<file path="src/assert_macros.svh">
// Assertion macros shared by the stepper move controller RTL.
`ifndef ASSERT_MACROS_SVH
`define ASSERT_MACROS_SVH

`ifndef SYNTH
// Same-cycle implication: when ante holds, cons must hold.
`define SMTP_ASSERT_IMPL(label, clk, rst, ante, cons) \
  label: assert property (@(posedge clk) disable iff (rst) (ante) |-> (cons)) \
    else $error("implication check failed");
// Next-cycle implication: when ante holds, cons must hold in the next cycle.
`define SMTP_ASSERT_NEXT(label, clk, rst, ante, cons) \
  label: assert property (@(posedge clk) disable iff (rst) (ante) |=> (cons)) \
    else $error("next-cycle check failed");
`else
`define SMTP_ASSERT_IMPL(label, clk, rst, ante, cons)
`define SMTP_ASSERT_NEXT(label, clk, rst, ante, cons)
`endif

`endif

</file>
<file path="src/smtp_pkg.sv">
// Shared types and constants for the stepper move-to-position controller.
`timescale 1ns / 1ps

package smtp_pkg;

  localparam int unsigned PosW   = 32;
  localparam int unsigned CfgW   = 31;
  localparam int unsigned DtW    = 16;
  localparam int unsigned AddrW  = 3;
  localparam int unsigned ApbW   = 32;

  localparam logic [CfgW-1:0] MaxSpeedReset = CfgW'(65536);
  localparam logic [CfgW-1:0] MaxAccelReset = CfgW'(65536);

  typedef enum logic [1:0] {
    OP_TICK   = 2'd0,
    OP_GOAL   = 2'd1,
    OP_CANCEL = 2'd2,
    OP_ZERO   = 2'd3
  } op_t;

  // Register indexes (paddr[2]).
  localparam logic REG_MAX_SPEED = 1'b0;
  localparam logic REG_MAX_ACCEL = 1'b1;

  typedef struct packed {
    logic [CfgW-1:0] max_speed;
    logic [CfgW-1:0] max_accel;
  } cfg_t;

  // Registered input word plus its precomputed speed step.
  typedef struct packed {
    op_t             op;
    logic [PosW-1:0] goal;
    logic [DtW-1:0]  dt;
    logic [CfgW-1:0] step;
  } item_t;

endpackage

</file>
<file path="src/stepper_move_to_position.sv">
// A word accepted into the input reg is loaded into the state reg when the core takes it,
// and the state reg drives its result.
// Throughput: one word per cycle unless the consumer stalls. The state update (speed*dt,
// saturating add, stop check, slew) is combinational; each word sees the last word's state.
// Reset (rst, synchronous): position 0, goal 0, speed 0, reached 1, limits 1.0 rev/s, rev/s^2.
// No clearing pass; the block takes words in the first cycle after reset.
`timescale 1ns / 1ps

module stepper_move_to_position (
  input  logic                        clk,
  input  logic                        rst,
  // Configuration port
  input  logic                        psel,
  input  logic                        penable,
  input  logic                        pwrite,
  input  logic [smtp_pkg::AddrW-1:0]  paddr,
  input  logic [smtp_pkg::ApbW-1:0]   pwdata,
  output logic [smtp_pkg::ApbW-1:0]   prdata,
  output logic                        pready,
  // Command words
  input  logic                        in_valid,
  output logic                        in_stall,
  input  logic [1:0]                  op,
  input  logic [smtp_pkg::PosW-1:0]   goal_position,
  input  logic [smtp_pkg::DtW-1:0]    time_step,
  // Result words
  output logic                        out_valid,
  input  logic                        out_stall,
  output logic [smtp_pkg::PosW-1:0]   speed_command,
  output logic [smtp_pkg::PosW-1:0]   position,
  output logic                        reached
);

  smtp_pkg::cfg_t  cfg;
  smtp_pkg::item_t item;
  logic            item_valid;
  logic            item_take;

  // Limit registers; the user must write them only while the controller is idle (not enforced).
  smtp_apb_regs u_regs (
    .clk     (clk),
    .rst     (rst),
    .psel    (psel),
    .penable (penable),
    .pwrite  (pwrite),
    .paddr   (paddr),
    .pwdata  (pwdata),
    .prdata  (prdata),
    .pready  (pready),
    .cfg     (cfg)
  );

  // Capture the command word and precompute max_accel*dt, which needs no state.
  smtp_in_stage u_in (
    .clk           (clk),
    .rst           (rst),
    .in_valid      (in_valid),
    .in_stall      (in_stall),
    .op            (op),
    .goal_position (goal_position),
    .time_step     (time_step),
    .max_accel     (cfg.max_accel),
    .item_valid    (item_valid),
    .item          (item),
    .item_take     (item_take)
  );

  // Apply the word to the move state; the state registers drive the result word
  // and hold while the consumer stalls, which in turn stalls the input stage.
  smtp_core u_core (
    .clk           (clk),
    .rst           (rst),
    .cfg           (cfg),
    .item_valid    (item_valid),
    .item          (item),
    .item_take     (item_take),
    .out_valid     (out_valid),
    .out_stall     (out_stall),
    .speed_command (speed_command),
    .position      (position),
    .reached       (reached)
  );

endmodule

</file>
<file path="src/smtp_apb_regs.sv">
// APB register file holding the speed and acceleration limits.
`timescale 1ns / 1ps

module smtp_apb_regs (
  input  logic                          clk,
  input  logic                          rst,
  input  logic                          psel,
  input  logic                          penable,
  input  logic                          pwrite,
  input  logic [smtp_pkg::AddrW-1:0]    paddr,
  input  logic [smtp_pkg::ApbW-1:0]     pwdata,
  output logic [smtp_pkg::ApbW-1:0]     prdata,
  output logic                          pready,
  output smtp_pkg::cfg_t                cfg
);

  logic wr_en;

  assign wr_en  = psel && penable && pwrite;
  assign pready = 1'b1;

  always_ff @(posedge clk) begin
    if (rst) begin
      cfg.max_speed <= smtp_pkg::MaxSpeedReset;
      cfg.max_accel <= smtp_pkg::MaxAccelReset;
    end else if (wr_en) begin
      unique case (paddr[2])
        smtp_pkg::REG_MAX_SPEED: cfg.max_speed <= pwdata[smtp_pkg::CfgW-1:0];
        smtp_pkg::REG_MAX_ACCEL: cfg.max_accel <= pwdata[smtp_pkg::CfgW-1:0];
        default: ;
      endcase
    end
  end

  always_comb begin
    unique case (paddr[2])
      smtp_pkg::REG_MAX_SPEED: prdata = {1'b0, cfg.max_speed};
      smtp_pkg::REG_MAX_ACCEL: prdata = {1'b0, cfg.max_accel};
      default:                 prdata = '0;
    endcase
  end

endmodule

</file>
<file path="src/smtp_in_stage.sv">
// Input register stage; precomputes the acceleration step for the word.
`timescale 1ns / 1ps

`include "assert_macros.svh"

module smtp_in_stage (
  input  logic                        clk,
  input  logic                        rst,
  input  logic                        in_valid,
  output logic                        in_stall,
  input  logic [1:0]                  op,
  input  logic [smtp_pkg::PosW-1:0]   goal_position,
  input  logic [smtp_pkg::DtW-1:0]    time_step,
  input  logic [smtp_pkg::CfgW-1:0]   max_accel,
  output logic                        item_valid,
  output smtp_pkg::item_t             item,
  input  logic                        item_take
);

  localparam int unsigned ProdW = smtp_pkg::CfgW + smtp_pkg::DtW;

  logic             accept;
  logic [ProdW-1:0] accel_prod;

  assign in_stall   = item_valid && !item_take;
  assign accept     = in_valid && !in_stall;
  // max_accel*dt, floor to Q16.16.
  assign accel_prod = ProdW'(max_accel) * ProdW'(time_step);

  always_ff @(posedge clk) begin
    if (rst) begin
      item_valid <= 1'b0;
    end else if (accept) begin
      item_valid <= 1'b1;
    end else if (item_take) begin
      item_valid <= 1'b0;
    end
  end

  always_ff @(posedge clk) begin
    if (accept) begin
      item.op   <= smtp_pkg::op_t'(op);
      item.goal <= goal_position;
      item.dt   <= time_step;
      item.step <= accel_prod[ProdW-1:smtp_pkg::DtW];
    end
  end

  `SMTP_ASSERT_IMPL(a_take_needs_word, clk, rst, item_take, item_valid)
  `SMTP_ASSERT_NEXT(a_stall_keeps_word, clk, rst, in_stall, item_valid)
  `SMTP_ASSERT_NEXT(a_accept_fills, clk, rst, accept, item_valid)

endmodule

</file>
<file path="src/smtp_core.sv">
// Move state update: integrate, stop check and slew, one word per cycle unless the output stalls.
`timescale 1ns / 1ps

`include "assert_macros.svh"

module smtp_core (
  input  logic                        clk,
  input  logic                        rst,
  input  smtp_pkg::cfg_t              cfg,
  input  logic                        item_valid,
  input  smtp_pkg::item_t             item,
  output logic                        item_take,
  output logic                        out_valid,
  input  logic                        out_stall,
  output logic [smtp_pkg::PosW-1:0]   speed_command,
  output logic [smtp_pkg::PosW-1:0]   position,
  output logic                        reached
);

  localparam int unsigned PW = smtp_pkg::PosW;

  // State doubles as the result register.
  logic [PW-1:0] speed;
  logic [PW-1:0] pos;
  logic [PW-1:0] goal;
  logic          done;

  logic [PW-1:0] speed_next;
  logic [PW-1:0] pos_next;
  logic [PW-1:0] goal_next;
  logic          done_next;

  logic signed [2*PW-16:0] prod;
  logic signed [2*PW-16:0] prod_rnd;
  logic [PW:0]             rnd;
  logic [PW+1:0]           pos_sum;
  logic [PW-1:0]           pos_sat;
  logic [PW:0]             delta;
  logic                    spd_pos, spd_neg, d_pos, d_neg, stop;
  logic [PW:0]             target;
  logic [PW+1:0]           diff, mag, mv, step_ext, spd_ext, spd_slew;
  logic                    up;

  assign item_take = item_valid && (!out_valid || !out_stall);

  always_comb begin
    // speed*dt in Q16.32, round half up to Q16.16.
    prod     = $signed({{(PW-15){speed[PW-1]}}, speed}) *
               $signed({{(PW-15){1'b0}}, item.dt});
    prod_rnd = prod + (2*PW-15)'(32768);
    rnd      = prod_rnd[2*PW-16:16];
    pos_sum  = {{2{pos[PW-1]}}, pos} + {rnd[PW], rnd};
    if (pos_sum[PW+1:PW-1] == 3'b000 || pos_sum[PW+1:PW-1] == 3'b111) begin
      pos_sat = pos_sum[PW-1:0];
    end else if (pos_sum[PW+1]) begin
      pos_sat = {1'b1, {(PW-1){1'b0}}};
    end else begin
      pos_sat = {1'b0, {(PW-1){1'b1}}};
    end

    delta   = {goal[PW-1], goal} - {pos_sat[PW-1], pos_sat};
    spd_neg = speed[PW-1];
    spd_pos = !speed[PW-1] && (speed != '0);
    d_neg   = delta[PW];
    d_pos   = !delta[PW] && (delta != '0);
    // Overshoot or arrival: speed points away from or onto the goal.
    stop    = (spd_pos && !d_pos) || (spd_neg && !d_neg);

    target   = d_pos ? {2'b00, cfg.max_speed} : -{2'b00, cfg.max_speed};
    spd_ext  = {{2{speed[PW-1]}}, speed};
    diff     = {target[PW], target} - spd_ext;
    up       = !diff[PW+1] && (diff != '0);
    mag      = up ? diff : -diff;
    step_ext = {3'b000, item.step};
    mv       = (mag < step_ext) ? mag : step_ext;
    spd_slew = up ? (spd_ext + mv) : (spd_ext - mv);
  end

  always_comb begin
    speed_next = speed;
    pos_next   = pos;
    goal_next  = goal;
    done_next  = done;
    unique case (item.op)
      smtp_pkg::OP_TICK: begin
        if (!done) begin
          pos_next = pos_sat;
          if (stop) begin
            speed_next = '0;
            done_next  = 1'b1;
          end else begin
            speed_next = spd_slew[PW-1:0];
          end
        end
      end
      smtp_pkg::OP_GOAL: begin
        speed_next = '0;
        goal_next  = item.goal;
        done_next  = 1'b0;
      end
      smtp_pkg::OP_CANCEL: begin
        speed_next = '0;
        done_next  = 1'b1;
      end
      smtp_pkg::OP_ZERO: begin
        pos_next = '0;
      end
      default: ;
    endcase
  end

  always_ff @(posedge clk) begin
    if (rst) begin
      speed     <= '0;
      pos       <= '0;
      goal      <= '0;
      done      <= 1'b1;
      out_valid <= 1'b0;
    end else begin
      if (item_take) begin
        speed <= speed_next;
        pos   <= pos_next;
        goal  <= goal_next;
        done  <= done_next;
      end
      if (item_take) begin
        out_valid <= 1'b1;
      end else if (!out_stall) begin
        out_valid <= 1'b0;
      end
    end
  end

  assign speed_command = speed;
  assign position      = pos;
  assign reached       = done;

  `SMTP_ASSERT_IMPL(a_idle_no_speed, clk, rst, done, speed == '0)
  `SMTP_ASSERT_NEXT(a_cancel_stops, clk, rst, item_take && item.op == smtp_pkg::OP_CANCEL, done)
  `SMTP_ASSERT_NEXT(a_goal_starts, clk, rst, item_take && item.op == smtp_pkg::OP_GOAL, !done)
  `SMTP_ASSERT_NEXT(a_held_result, clk, rst, out_valid && out_stall, $stable(pos) && $stable(speed))

endmodule
</file>
<file path="config.mk">
export PLATFORM = sky130hd
export DESIGN_NAME = stepper_move_to_position
export DESIGN_NICKNAME = d
export VERILOG_FILES = /design/src/smtp_pkg.sv /design/src/stepper_move_to_position.sv /design/src/smtp_apb_regs.sv /design/src/smtp_in_stage.sv /design/src/smtp_core.sv
export VERILOG_INCLUDE_DIRS = /design/src /design/src/src
export SDC_FILE = /design/constraint.sdc
export NUM_CORES = 2
export LEC_CHECK = 0
export BUFFER_PORTS_ARGS = -buffer_cell sky130_fd_sc_hd__buf_2
export CORE_AREA = 2 2 298 447
export DETAILED_ROUTE_END_ITERATION = 10
export DIE_AREA = 0 0 300 449
export GPL_ROUTABILITY_DRIVEN = 0
export PLACE_DENSITY_LB_ADDON = 0.15
export SETUP_SLACK_MARGIN = 0.3
export SLEW_MARGIN = 20
export SYNTH_ARGS = -nofsm -noshare
export SYNTH_HDL_FRONTEND = slang
export SYNTH_SLANG_ARGS = --single-unit
</file>
<file path="constraint.sdc">
create_clock -name clk -period 20.5 [get_ports clk]
set_clock_uncertainty 0.15 [all_clocks]
set_input_delay 3.075 -clock clk [delete_from_list [all_inputs] [get_ports clk]]
set_output_delay 3.075 -clock clk [all_outputs]
set_load 0.02 [all_outputs]
</file>
==> impl_metrics.json <==
{
  "status": "finished with violations",
  "violations": "negative setup slack",
  "syn_nets": 7512,
  "drt_iter0_markers": 1895,
  "critical_path_class": "reg -> reg",
  "drv_cap": 0,
  "endpoint_kind": "register",
  "initial_core_util": 0.397,
  "core_mm2": 0.131,
  "design_area_mm2": 0.0635,
  "synth.distinct_cells": 102,
  "worst_hold_slack_ns": 0.308,
  "final_hold_viol_count": 0,
  "grt_setup_unrepaired": "yes",
  "grt_max_degree": 64,
  "cts_root_buf": "clkbuf_16",
  "fin_nets": 8330,
  "grt_pass1_vias": 47749,
  "reg2reg_slack_ns": -1.36,
  "arrival_ns": 22.29,
  "ant_nets": 0,
  "dpl-instance-area_mm2": 0.0607,
  "synth-edff-count": 81,
  "fin_crit_ns": 21.86,
  "max-clock-path-buffers": 3,
  "maxSlewViolCount": 0,
  "synth.top_cell.area_share": 0.345,
  "drc": 0,
  "fin_ws_ns": -1.36,
  "grt_pass1_wl_mm": 262,
  "fp.dieW_um": 300,
  "yosys.area.top_type": "fa_1",
  "die_h_um": 449,
  "required_ns": 20.92,
  "final.setup.tns_ns": -17.43,
  "htree_levels": 1,
  "clock_sinks": 242,
  "fmax_mhz": 45.7,
  "min_path_type": "reg -> reg",
  "drive_above_1_share": 0.213,
  "portBuffers": 186,
  "max_stage_delay_ns": 0.56,
  "num_vias": 44403,
  "critical_path_peak_fanout": 8,
  "area_growth_pct": 22.2,
  "stdcell_count": 8667,
  "synth_flop_cell": "dfxtp_1",
  "regArea_mm2": 0.00568,
  "tightest_slew_ns": 1.11,
  "ys_async_sr_fraction": 0,
  "slew_headroom": 0.259,
  "cts_tree": "built",
  "ys_seq_elements": 242,
  "io_pins": 192,
  "std_cell_rows": 163,
  "hpwl_mm": 138,
  "multiInputGateArea_mm2": 0.0423,
  "reg2regPathDepth": 111,
  "slowest_stage": "or4_4",
  "antenna_found_initial": 6,
  "synth_most_common_cell": "inv_1",
  "grt_overflow_total": 0,
  "insertion_delay_ns": 0.67,
  "period_share": 1.07,
  "critPathLaunchType": "register",
  "netlist_area_mm2": 0.0520,
  "hold_path_depth": 2,
  "drt_first_pass_iters": 7,
  "grt_use_total": 0.249,
  "yosysSeqAreaShare": 0.109,
  "netlist_instances": 6092,
  "routed_via_density": 5.12,
  "post_drt_wl_per_cell_um": 19.2,
  "fillers": 12780,
  "placed_cells": 8545,
  "synth_common_cells": "inv_1, fa_1, nand2_1, and2_1, ha_1",
  "clk_pin_slew_ns": 0.07,
  "routed_wl_mm": 167,
  "dieArea_mm2": 0.135,
  "synth_area_per_cell_um2": 8.53,
  "cts_made_buffers": 30,
  "setup_viol": 21,
  "ys.warnings.count": 0,
  "synth.area.top_cells": "fa_1, ha_1, inv_1"
}
[layer usage]
layer / GRT usage / share of wire / vias up
li1: - / - / 20775
met1: 0.267 / 0.36 / 22240
met2: 0.471 / 0.53 / 965
met3: 0.0205 / 0.032 / 417
met4: 0.143 / 0.068 / 6
met5: 0 / 0.00026 / -
[worst paths after layout]
path | start | to
max | u_in.item[34] | u_core.speed_command[30]
min | u_core.goal[0] | u_core.goal[0]
min reg2reg | u_core.goal[0] | u_core.goal[0]
max reg2reg | u_in.item[34] | u_core.speed_command[30]
[flip-flops by register name (all words and copies together) (netlist names)]
signal / flops
u_in.item: 81
u_regs.cfg: 62
u_core.goal: 32
u_core.position: 32
u_core.speed_command: 32
u_core.out_valid: 1
u_core.reached: 1
u_in.item_valid: 1
[per-stage QoR]
| stage | worst slack (ns) | util |
|---|---|---|
| floorplan | -0.574 | - |
| global placement | -2.48 | 0.464 |
| detailed placement | -2.62 | 0.464 |
| CTS | -1.40 | 0.480 |
| global route | -2.54 | 0.485 |
| finish | -1.36 | 0.485 |
[placed cells by master (no fill, tap or decap), types with 27 or more instances in the layout]
master,n
clkbuf_16,31
a21oi_2,39
ha_1,419
a221o_1,31
fa_1,886
nand3_1,54
nand2_1,868
and3_1,27
nor2b_1,28
and2_1,464
o21ai_0,104
buf_6,27
nor3_1,67
a21o_1,60
xor2_1,51
dfxtp_1,149
o21a_1,51
a22oi_1,28
buf_2,185
inv_1,1127
nand2b_1,32
mux2_2,33
edfxtp_1,81
xnor2_1,146
a21oi_1,263
buf_4,864
nor2_1,206
[area by class of cell]
cell class | instances | area share
antenna | 1 | 0.0000394
clock buffer | 37 | 0.0122
clock inverter | 19 | 0.00433
inverter | 1134 | 0.0670
multi-input combinational | 4407 | 0.665
sequential | 242 | 0.0893
tap | 1732 | 0.0341
timing repair buffer | 1095 | 0.128
[logic make-up (layout without fill, tap and decap cells)]
group / Yosys count / after routing / synth area share
xor gates and xnor gates: 214 / 214 / 0.0363
DFF: 242 / 242 / 0.109
AOI/OAI and AO/OA: 861 / 861 / 0.109
muxes: 41 / 41 / 0.00869
buffers and inverters: 1443 / 2285 / 0.105
and+or+nand+nor: 1961 / 1961 / 0.183
other: 2 / 3 / 0.000144
adders and majority gates: 1328 / 1328 / 0.449
[worst max-delay path: cells and delay by family (launching register included)]
| kind | cells | cell delay, ns |
|---|---|---|
| compound gates | 49 | 8.30 |
| xor+xnor | 6 | 0.99 |
| fa+ha+maj | 14 | 4.58 |
| buf+inv | 20 | 2.45 |
| flops | 1 | 0.45 |
| simple gates | 22 | 4.86 |
[what timing repair did]
action,in CTS,in global routing
hold buffers,0,0
setup endpoints to repair,31,31
cloned,2,1
pin swaps,141,105
setup buffers,46,16
resized for setup,143,119
Power is left out: the tool's default activity adds up to more than one toggle a clock period on the data nets, which glitch-free logic cannot reach.
